--- config.mk ---
export PLATFORM = sky130hd
export DESIGN_NAME = axis_slot_datum_table_top
export DESIGN_NICKNAME = d
export VERILOG_FILES = /design/src/hdl/asdt_pkg.sv /design/src/hdl/asdt_node_mem.sv /design/src/hdl/axis_slot_datum_table_top.sv
export VERILOG_INCLUDE_DIRS = /design/src /design/src/hdl
export SDC_FILE = /design/constraint.sdc
export NUM_CORES = 2
export LEC_CHECK = 0
export BUFFER_PORTS_ARGS = -buffer_cell sky130_fd_sc_hd__buf_4
export CAP_MARGIN = 20
export CORE_ASPECT_RATIO = 1.4
export CORE_MARGIN = 2
export CORE_UTILIZATION = 25
export DETAILED_ROUTE_END_ITERATION = 8
export GPL_TIMING_DRIVEN = 0
export PLACE_DENSITY_LB_ADDON = 0.1
export SLEW_MARGIN = 40
export SYNTH_ARGS = -nofsm -noshare
export SYNTH_HDL_FRONTEND = slang
export SYNTH_SLANG_ARGS = --single-unit
export TNS_END_PERCENT = 100
--- constraint.sdc ---
create_clock -name i_clk -period 4.8 [get_ports i_clk]
set_input_delay 0.96 -clock i_clk [delete_from_list [all_inputs] [get_ports i_clk]]
set_output_delay 0.96 -clock i_clk [all_outputs]
set_load 0.02 [all_outputs]
--- src/hdl/axis_slot_datum_table_top_defines.svh ---
// Assertion macros for the slot datum table.
`ifndef AXIS_SLOT_DATUM_TABLE_TOP_DEFINES_SVH
`define AXIS_SLOT_DATUM_TABLE_TOP_DEFINES_SVH
// Implication check sampled on the rising clock, disabled in reset.
`define ASDT_ASSERT_IMP(label, clk, rst_n, ante, cons) \
    label: assert property (@(posedge clk) disable iff (!rst_n) (ante) |-> (cons)) \
        else $error("assertion failed");
// Next-cycle implication check.
`define ASDT_ASSERT_NXT(label, clk, rst_n, ante, cons) \
    label: assert property (@(posedge clk) disable iff (!rst_n) (ante) |=> (cons)) \
        else $error("assertion failed");
`endif

--- src/hdl/asdt_pkg.sv ---
// ----------------------------------------------------------------------------
// asdt_pkg
// Shared constants and types of the slot datum table.
// ----------------------------------------------------------------------------
package asdt_pkg;
    localparam int SLOT_COUNT = 4;
    localparam int NODE_COUNT = 16;
    localparam int SW = 2;
    localparam int NW = 4;
    localparam logic [4:0] NO_NODE = 5'd16;
    localparam logic [2:0] NO_SLOT = 3'(SLOT_COUNT);

    typedef enum logic [3:0] {
        OP_BIND = 4'd0, OP_UNBIND = 4'd1, OP_SET_LATCH = 4'd2, OP_REC_ORIGIN = 4'd3,
        OP_INV_ORIGIN = 4'd4, OP_INV_ALL = 4'd5, OP_REC_PARK = 4'd6,
        OP_FORGET_PARK = 4'd7, OP_CHECK_PARK = 4'd8, OP_RECONCILE = 4'd9,
        OP_CLEAR_MAP = 4'd10, OP_QUERY = 4'd11
    } t_op;

    typedef struct packed {
        logic [3:0]  op;
        logic [1:0]  slot;
        logic [3:0]  node;
        logic        flag;
        logic        ack;
        logic        tail;
        logic [31:0] pos;
        logic [31:0] msteps;
        logic        estop;
        logic        stopalarm;
        logic [15:0] en_mask;
    } t_cmd;

    typedef struct packed {
        logic [4:0]  slot_node_id;
        logic [2:0]  node_slot_index;
        logic        origin_is_valid;
        logic        park_has_moved;
        logic [31:0] slot_position;
        logic [3:0]  homed_mask;
        logic [3:0]  latched_mask;
        logic [3:0]  enabled_mask;
    } t_res;
endpackage

--- src/hdl/asdt_node_mem.sv ---
// ----------------------------------------------------------------------------
// asdt_node_mem
// Per-node datum offset and park counter memories with registered reads.
// ----------------------------------------------------------------------------
module asdt_node_mem (
    input  logic        i_clk,
    input  logic [3:0]  i_raddr,
    input  logic        i_dwe,
    input  logic [3:0]  i_waddr,
    input  logic [31:0] i_dwdata,
    input  logic        i_pwe,
    input  logic [31:0] i_pwdata,
    output logic [31:0] o_drdata,
    output logic [31:0] o_prdata
);
    import asdt_pkg::*;
    logic [31:0] r_dmem [NODE_COUNT];
    logic [31:0] r_pmem [NODE_COUNT];

    always_ff @(posedge i_clk) begin
        if (i_dwe) begin
            r_dmem[i_waddr] <= i_dwdata;
        end
        if (i_pwe) begin
            r_pmem[i_waddr] <= i_pwdata;
        end
        o_drdata <= r_dmem[i_raddr];
        o_prdata <= r_pmem[i_raddr];
    end
endmodule

--- src/hdl/axis_slot_datum_table_top.sv ---
// ----------------------------------------------------------------------------
// axis_slot_datum_table_top
// Slot-to-node axis map with per-node datum and park bookkeeping.
// ----------------------------------------------------------------------------
// One command item enters on the slave stream; one result item leaves on the
// master stream for each command. A command is accepted when the block is
// free; the node memories are read in the accept cycle and the command is
// applied in the next cycle, when the result is registered. The result is
// valid from the edge that applies the command. A new command is taken only
// after the last one has passed the memory read and the result handshake
// and the freed input has shown ready again.
// The result register holds while the receiver stalls, and no new command is
// taken until the result has been taken. Reset unbinds every slot and clears
// all flag bits and slot positions; the datum memory is treated as zero
// through its valid bits and the park memory is ignored through its seen
// bits, so no clearing pass is needed.
// ----------------------------------------------------------------------------
module axis_slot_datum_table_top (
    input  logic        i_clk,
    input  logic        i_rst_n,
    input  logic        s_axis_tvalid,
    output logic        s_axis_tready,
    // tdata: operation[3:0] slot[5:4] node[9:6] flag[10] ack_present[11]
    // has_tail[12] position[44:13] machine_steps[76:45] machine_in_estop[77]
    // alarm_is_stop[78] node_enabled_mask[94:79], zero fill to 96.
    input  logic [95:0] s_axis_tdata,
    output logic        m_axis_tvalid,
    input  logic        m_axis_tready,
    // tdata: slot_node_id[4:0] node_slot_index[7:5] origin_is_valid[8]
    // park_has_moved[9] slot_position[41:10] homed_mask[45:42]
    // latched_mask[49:46] enabled_mask[53:50], zero fill to 56.
    output logic [55:0] m_axis_tdata
);
    import asdt_pkg::*;
    `include "axis_slot_datum_table_top_defines.svh"

    logic        r_busy, r_act;
    t_cmd        r_cmd;
    t_res        r_res;
    logic [4:0]  r_bind [SLOT_COUNT];
    logic [31:0] r_spos [SLOT_COUNT];
    logic [15:0] r_dvalid, r_latch, r_seen;
    logic [3:0]  r_homed, r_slat, r_en;
    logic        r_stop;
    logic [31:0] w_doff, w_park;
    t_cmd        w_in;

    logic [4:0]  n_bind [SLOT_COUNT];
    logic [31:0] n_spos [SLOT_COUNT];
    logic [15:0] n_dvalid, n_latch, n_seen;
    logic [3:0]  n_homed, n_slat, n_en;
    logic        n_stop, n_moved, w_dwe, w_pwe;
    logic [31:0] w_dw;
    logic [2:0]  w_ls, w_ls2;
    t_res        n_res;

    assign w_in = {s_axis_tdata[3:0], s_axis_tdata[5:4], s_axis_tdata[9:6],
        s_axis_tdata[10], s_axis_tdata[11], s_axis_tdata[12], s_axis_tdata[44:13],
        s_axis_tdata[76:45], s_axis_tdata[77], s_axis_tdata[78], s_axis_tdata[94:79]};
    assign s_axis_tready = !r_busy;
    assign m_axis_tdata = {2'b00, r_res.enabled_mask, r_res.latched_mask,
        r_res.homed_mask, r_res.slot_position, r_res.park_has_moved,
        r_res.origin_is_valid, r_res.node_slot_index, r_res.slot_node_id};

    asdt_node_mem u_mem (
        .i_clk(i_clk), .i_raddr(w_in.node), .i_dwe(w_dwe), .i_waddr(r_cmd.node),
        .i_dwdata(w_dw), .i_pwe(w_pwe), .i_pwdata(r_cmd.pos),
        .o_drdata(w_doff), .o_prdata(w_park)
    );

    always_comb begin
        logic [31:0] doff;
        doff = r_dvalid[r_cmd.node] ? w_doff : 32'd0;
        n_bind = r_bind; n_spos = r_spos; n_dvalid = r_dvalid; n_latch = r_latch;
        n_seen = r_seen; n_homed = r_homed; n_slat = r_slat; n_en = r_en;
        n_stop = r_stop; n_moved = 1'b0; w_dwe = 1'b0; w_pwe = 1'b0;
        w_dw = r_cmd.pos - r_cmd.msteps;
        w_ls = NO_SLOT;
        for (int i = SLOT_COUNT - 1; i >= 0; i--) begin
            if (r_bind[i] == {1'b0, r_cmd.node}) w_ls = 3'(i);
        end
        case (r_cmd.op)
            OP_BIND: begin
                n_bind[r_cmd.slot] = {1'b0, r_cmd.node};
                if (!(r_cmd.ack && r_cmd.flag)) begin
                    n_dvalid[r_cmd.node] = 1'b0;
                    n_seen[r_cmd.node] = 1'b0;
                    if (w_ls < {1'b0, r_cmd.slot}) n_homed[w_ls[1:0]] = 1'b0;
                end
                n_slat[r_cmd.slot] = r_latch[r_cmd.node];
                if (r_cmd.ack && r_cmd.tail && n_dvalid[r_cmd.node]) begin
                    n_spos[r_cmd.slot] = r_cmd.pos - doff;
                    n_homed[r_cmd.slot] = 1'b1;
                end else begin
                    n_spos[r_cmd.slot] = 32'd0;
                    n_homed[r_cmd.slot] = 1'b0;
                end
            end
            OP_UNBIND: begin
                n_bind[r_cmd.slot] = NO_NODE;
                n_spos[r_cmd.slot] = 32'd0;
                n_homed[r_cmd.slot] = 1'b0;
                n_slat[r_cmd.slot] = 1'b0;
            end
            OP_SET_LATCH: begin
                n_latch[r_cmd.node] = r_cmd.flag;
                if (w_ls != NO_SLOT) n_slat[w_ls[1:0]] = r_cmd.flag;
            end
            OP_REC_ORIGIN: begin
                w_dwe = 1'b1;
                n_dvalid[r_cmd.node] = 1'b1;
                if (w_ls != NO_SLOT) begin
                    n_spos[w_ls[1:0]] = r_cmd.msteps;
                    n_homed[w_ls[1:0]] = 1'b1;
                end
            end
            OP_INV_ORIGIN: begin
                n_dvalid[r_cmd.node] = 1'b0;
                n_seen[r_cmd.node] = 1'b0;
                if (w_ls != NO_SLOT) n_homed[w_ls[1:0]] = 1'b0;
            end
            OP_INV_ALL: begin
                n_dvalid = '0; n_seen = '0; n_homed = '0;
            end
            OP_REC_PARK: begin
                w_pwe = 1'b1;
                n_seen[r_cmd.node] = 1'b1;
            end
            OP_FORGET_PARK: n_seen[r_cmd.node] = 1'b0;
            OP_CHECK_PARK: n_moved = r_seen[r_cmd.node] && (w_park != r_cmd.pos);
            OP_RECONCILE: begin
                if (r_cmd.estop || r_cmd.stopalarm) begin
                    if (!r_stop) begin
                        n_dvalid = '0; n_seen = '0; n_homed = '0;
                        n_stop = 1'b1;
                    end
                end else begin
                    n_stop = 1'b0;
                end
                for (int i = 0; i < SLOT_COUNT; i++) begin
                    n_en[i] = !r_bind[i][4] && r_cmd.en_mask[r_bind[i][3:0]];
                end
            end
            OP_CLEAR_MAP: begin
                for (int i = 0; i < SLOT_COUNT; i++) n_bind[i] = NO_NODE;
            end
            default: ;
        endcase
        w_ls2 = NO_SLOT;
        for (int i = SLOT_COUNT - 1; i >= 0; i--) begin
            if (n_bind[i] == {1'b0, r_cmd.node}) w_ls2 = 3'(i);
        end
        n_res.slot_node_id = n_bind[r_cmd.slot];
        n_res.node_slot_index = w_ls2;
        n_res.origin_is_valid = n_dvalid[r_cmd.node];
        n_res.park_has_moved = n_moved;
        n_res.slot_position = n_spos[r_cmd.slot];
        n_res.homed_mask = n_homed;
        n_res.latched_mask = n_slat;
        n_res.enabled_mask = n_en;
    end

    always_ff @(posedge i_clk) begin
        if (!i_rst_n) begin
            r_busy <= 1'b0; r_act <= 1'b0; m_axis_tvalid <= 1'b0;
            r_dvalid <= '0; r_latch <= '0; r_seen <= '0;
            r_homed <= '0; r_slat <= '0; r_en <= '0; r_stop <= 1'b0;
            for (int i = 0; i < SLOT_COUNT; i++) begin
                r_bind[i] <= NO_NODE;
                r_spos[i] <= 32'd0;
            end
        end else begin
            r_act <= 1'b0;
            if (s_axis_tvalid && s_axis_tready) begin
                r_cmd <= w_in;
                r_busy <= 1'b1;
                r_act <= 1'b1;
            end
            if (r_act) begin
                r_bind <= n_bind; r_spos <= n_spos; r_dvalid <= n_dvalid;
                r_latch <= n_latch; r_seen <= n_seen; r_homed <= n_homed;
                r_slat <= n_slat; r_en <= n_en; r_stop <= n_stop;
                r_res <= n_res;
                m_axis_tvalid <= 1'b1;
            end
            if (m_axis_tvalid && m_axis_tready) begin
                m_axis_tvalid <= 1'b0;
                r_busy <= 1'b0;
            end
        end
    end

    `ASDT_ASSERT_IMP(a_no_accept_busy, i_clk, i_rst_n, r_busy, !s_axis_tready)
    `ASDT_ASSERT_NXT(a_act_to_valid, i_clk, i_rst_n, r_act, m_axis_tvalid)
    `ASDT_ASSERT_IMP(a_valid_busy, i_clk, i_rst_n, m_axis_tvalid, r_busy && !r_act)
endmodule
==> metrics.yaml <==
route:
  drc: 0
  ant_nets: 0
  vias_per_cell: 5.12
  firstDrtPassIters: 8
  wl_per_cell_um: 31.7
  num_vias: 41700
  drt_wl_total_mm: 258
  drt_iter0_drc: 4030
critical_path:
  cp-start-kind: "register"
  rrSetupSlack_ns: -0.38
  cp-end-kind: "register"
  reg2reg_from: "r_cmd[85]"
  crit_type: "reg2reg"
  crit_arrival_ns: 5.73
  reg2reg_to: "m_axis_tdata[41]"
  cp-startpoint: "r_cmd[85]"
  worstRegToRegCells: 19
  critPathMaxFanout: 5
  critical_path_required_ns: 5.35
pwr:
  vdd_drop_max_mv: 0.258
  total_power_uw: 29800
  powerDensity_mw_per_mm2: 373
  p_leak_uw: 0.0259
global_routing:
  grt_overflow_total: 0
  grt_max_degree: 33
  grt_pass1_wl_mm: 353
  grt_antenna_before_repair: 17
  track_usage: 0.199
  first_global_vias: 42400
floorplanning:
  io_pins: 158
  die_area_mm2: 0.255
  num_rows: 217
  initial_core_util: 0.251
  die_x_um: 427
  dieHeight_um: 597
  core_area_mm2: 0.250
synthesis:
  yosysSeqAreaShare: 0.650
  yosysTopAreaCellShare: 0.562
  synth-warning-count: 0
  syn_inst: 4166
  syn_avg_cell_area_um2: 15.0
  synth_seq_cells: 1449
  syn_area_mm2: 0.0627
  synth_top_area_cell: "edfxtp_1"
  synth_area_leaders: "edfxtp_1 (56%), mux4_2 (13%), dfxtp_1 (8.8%)"
  synth-edff-count: 1173
  async_flop_share: 0
  synth_cell_types: 101
  synthMostInstantiatedCell: "edfxtp_1"
  yosys-top-cells-count: "edfxtp_1 (1173), mux4_2 (366), nor2_1 (365)"
  synth-main-ff-cell: "edfxtp_1"
timing:
  grt_setup_unrepaired: "true"
  tns_ns: -3.32
  clock.fmax_mhz: 193
  fin_crit_sh: 1.08
  hold_violations: 0
  skew_ns: 0.0894
  period_needed_ns: 5.18
  layout_setup_ws_ns: -0.383
  slew_headroom: 0.324
  final_max_slew_viol_count: 0
  setup_viol: 25
  worst_pin_slew_ns: 1.01
cells_and_area:
  layout.nets: 4910
  drive_gt1_frac: 0.305
  finalInstanceArea_mm2: 0.0797
  seq_area_mm2: 0.0407
  multi_input_area_mm2: 0.0230
  area_growth_pct: 27.1
  fill_cells: 24400
  layout.cells.non_filler: 8149
min_path:
  min_path_cells: 1
  hp-start: "s_axis_tdata[20]"
  min_to: "r_cmd[57]"
  min_path_type: "in2reg"
placement:
  detailed_place_hpwl_mm: 189
  port_buffers: 154
  dpl-instance-area_mm2: 0.0716
  dp_cells: 7752
  gp_congestion: 0.948
clock_network:
  cts-root-buf: "clkbuf_16"
  insertion_delay_ns: 0.87
  cts_buffer_depth: 4
  hold_buffers: 0
  numCtsBuffers: 164
  clkTransAtPathRegs_ns: 0.06
  cts_tree: "built"
  clock_sinks: 1449
  h-tree-depth: 4
status:
  outcome: "finished with violations"
  violations: "negative setup slack"
run:
  max_cap_violations: 0
==> how the worst max path moves through the flow <==
stage	end	cells after the start
global route	m_axis_tdata[33]	20
finish	m_axis_tdata[41]	19
floorplan	m_axis_tdata[33]	17
global placement	m_axis_tdata[8]	9
CTS	m_axis_tdata[33]	20
detailed placement	m_axis_tdata[33]	18
==> power breakdown <==
part	internal (µW)	switching, µW
combinational	1150	1880
sequential	13900	207
clock	7330	5330
total	22300	7420
==> final cells by class <==
type	count	area share
inverter	73	0.00344
timing repair buffer	412	0.0632
tap	3285	0.0516
sequential	1449	0.511
buffer	258	0.0159
clock buffer	230	0.0577
clock inverter	60	0.00812
antenna	3	0.0000942
multi-input combinational	2379	0.289
==> critical path, stage by stage (launching register included) <==
cell and delay [ns]:
edfxtp_1 0.34, buf_6 0.16, buf_12 0.13, mux4_2 0.57, mux2i_4 0.20, mux2i_4 0.10, buf_12 0.16, clkbuf_8 0.16
nand2_4 0.08, ha_4 0.23, a21o_1 0.21, a31o_4 0.24, a21bo_4 0.24, a221o_2 0.44, buf_4 0.17, nor4b_4 0.31
a311oi_4 0.10, a222oi_1 0.55, o22ai_2 0.24, o21bai_4 0.25
==> cell families (layout without fill, tap and decap cells) <==
kind of cell / after synthesis / in the layout / synth area share
AOI/OAI and AO/OA: 913 / 913 / 0.0969
xor gates and xnor gates: 98 / 98 / 0.0138
adders and majority gates: 73 / 73 / 0.0148
buffers and inverters: 339 / 1033 / 0.0218
DFF: 1449 / 1449 / 0.650
muxes: 431 / 431 / 0.143
other: 1 / 5 / 0.0000598
and+or+nand+nor: 862 / 862 / 0.0600
==> what timing repair did <==
action	CTS	global route
setup buffers	60	47
gates cloned	1	0
resized for setup	215	117
pin swaps	68	90
endpoints found under the setup margin	279	144
==> registers in the layout, summed over array words and instances, names as in the netlist <==
register,cells
r_act,1
r_cmd,95
r_homed,4
r_en,4
m_axis_tvalid,1
r_latch,16
r_spos,128
r_seen,16
u_mem.r_dmem,512
u_mem.r_pmem,512
u_mem.o_drdata,32
r_dvalid,16
r_slat,4
m_axis_tdata,54
r_stop,1
r_busy,1
r_bind,20
u_mem.o_prdata,32
==> through the flow <==
step | setup slack, ns | hold WS (ns) | utilization
3_5_place_dp | -1.93 | 0.453 | 0.287
3_3_place_gp | -3.48 | 0.448 | 0.272
5_1_grt | -0.387 | 0.240 | 0.319
4_1_cts | -0.408 | 0.214 | 0.315
2_1_floorplan | 0.321 | 0.437 | -
6_report | -0.383 | 0.274 | 0.319
==> cells in the final DEF (no fill, tap or decap), types with 40 or more instances in the layout <==
| cell | n |
|---|---|
| edfxtp_1 | 1173 |
| mux4_2 | 367 |
| nor2_1 | 319 |
| dfxtp_1 | 276 |
| nand2_1 | 256 |
| buf_4 | 255 |
| a21oi_1 | 206 |
| o21ai_0 | 189 |
| clkbuf_16 | 168 |
| clkbuf_1 | 143 |
| clkbuf_2 | 83 |
| a211oi_1 | 76 |
| inv_1 | 69 |
| buf_16 | 60 |
| buf_8 | 55 |
| buf_2 | 54 |
| nand3_1 | 52 |
| mux2i_1 | 51 |
| ha_1 | 47 |
| a222oi_1 | 46 |
| xnor2_1 | 43 |
| nor2_4 | 41 |
| nor3_1 | 40 |
==> per-layer routing <==
| layer | GRT usage | routed length [µm] |
|---|---|---|
| met2 | 0.343 | 129000 |
| met5 | 0 | 27 |
| met4 | 0.0994 | 15200 |
| met1 | 0.245 | 103000 |
| met3 | 0.0228 | 11200 |
(Power assumes the default switching activity.)
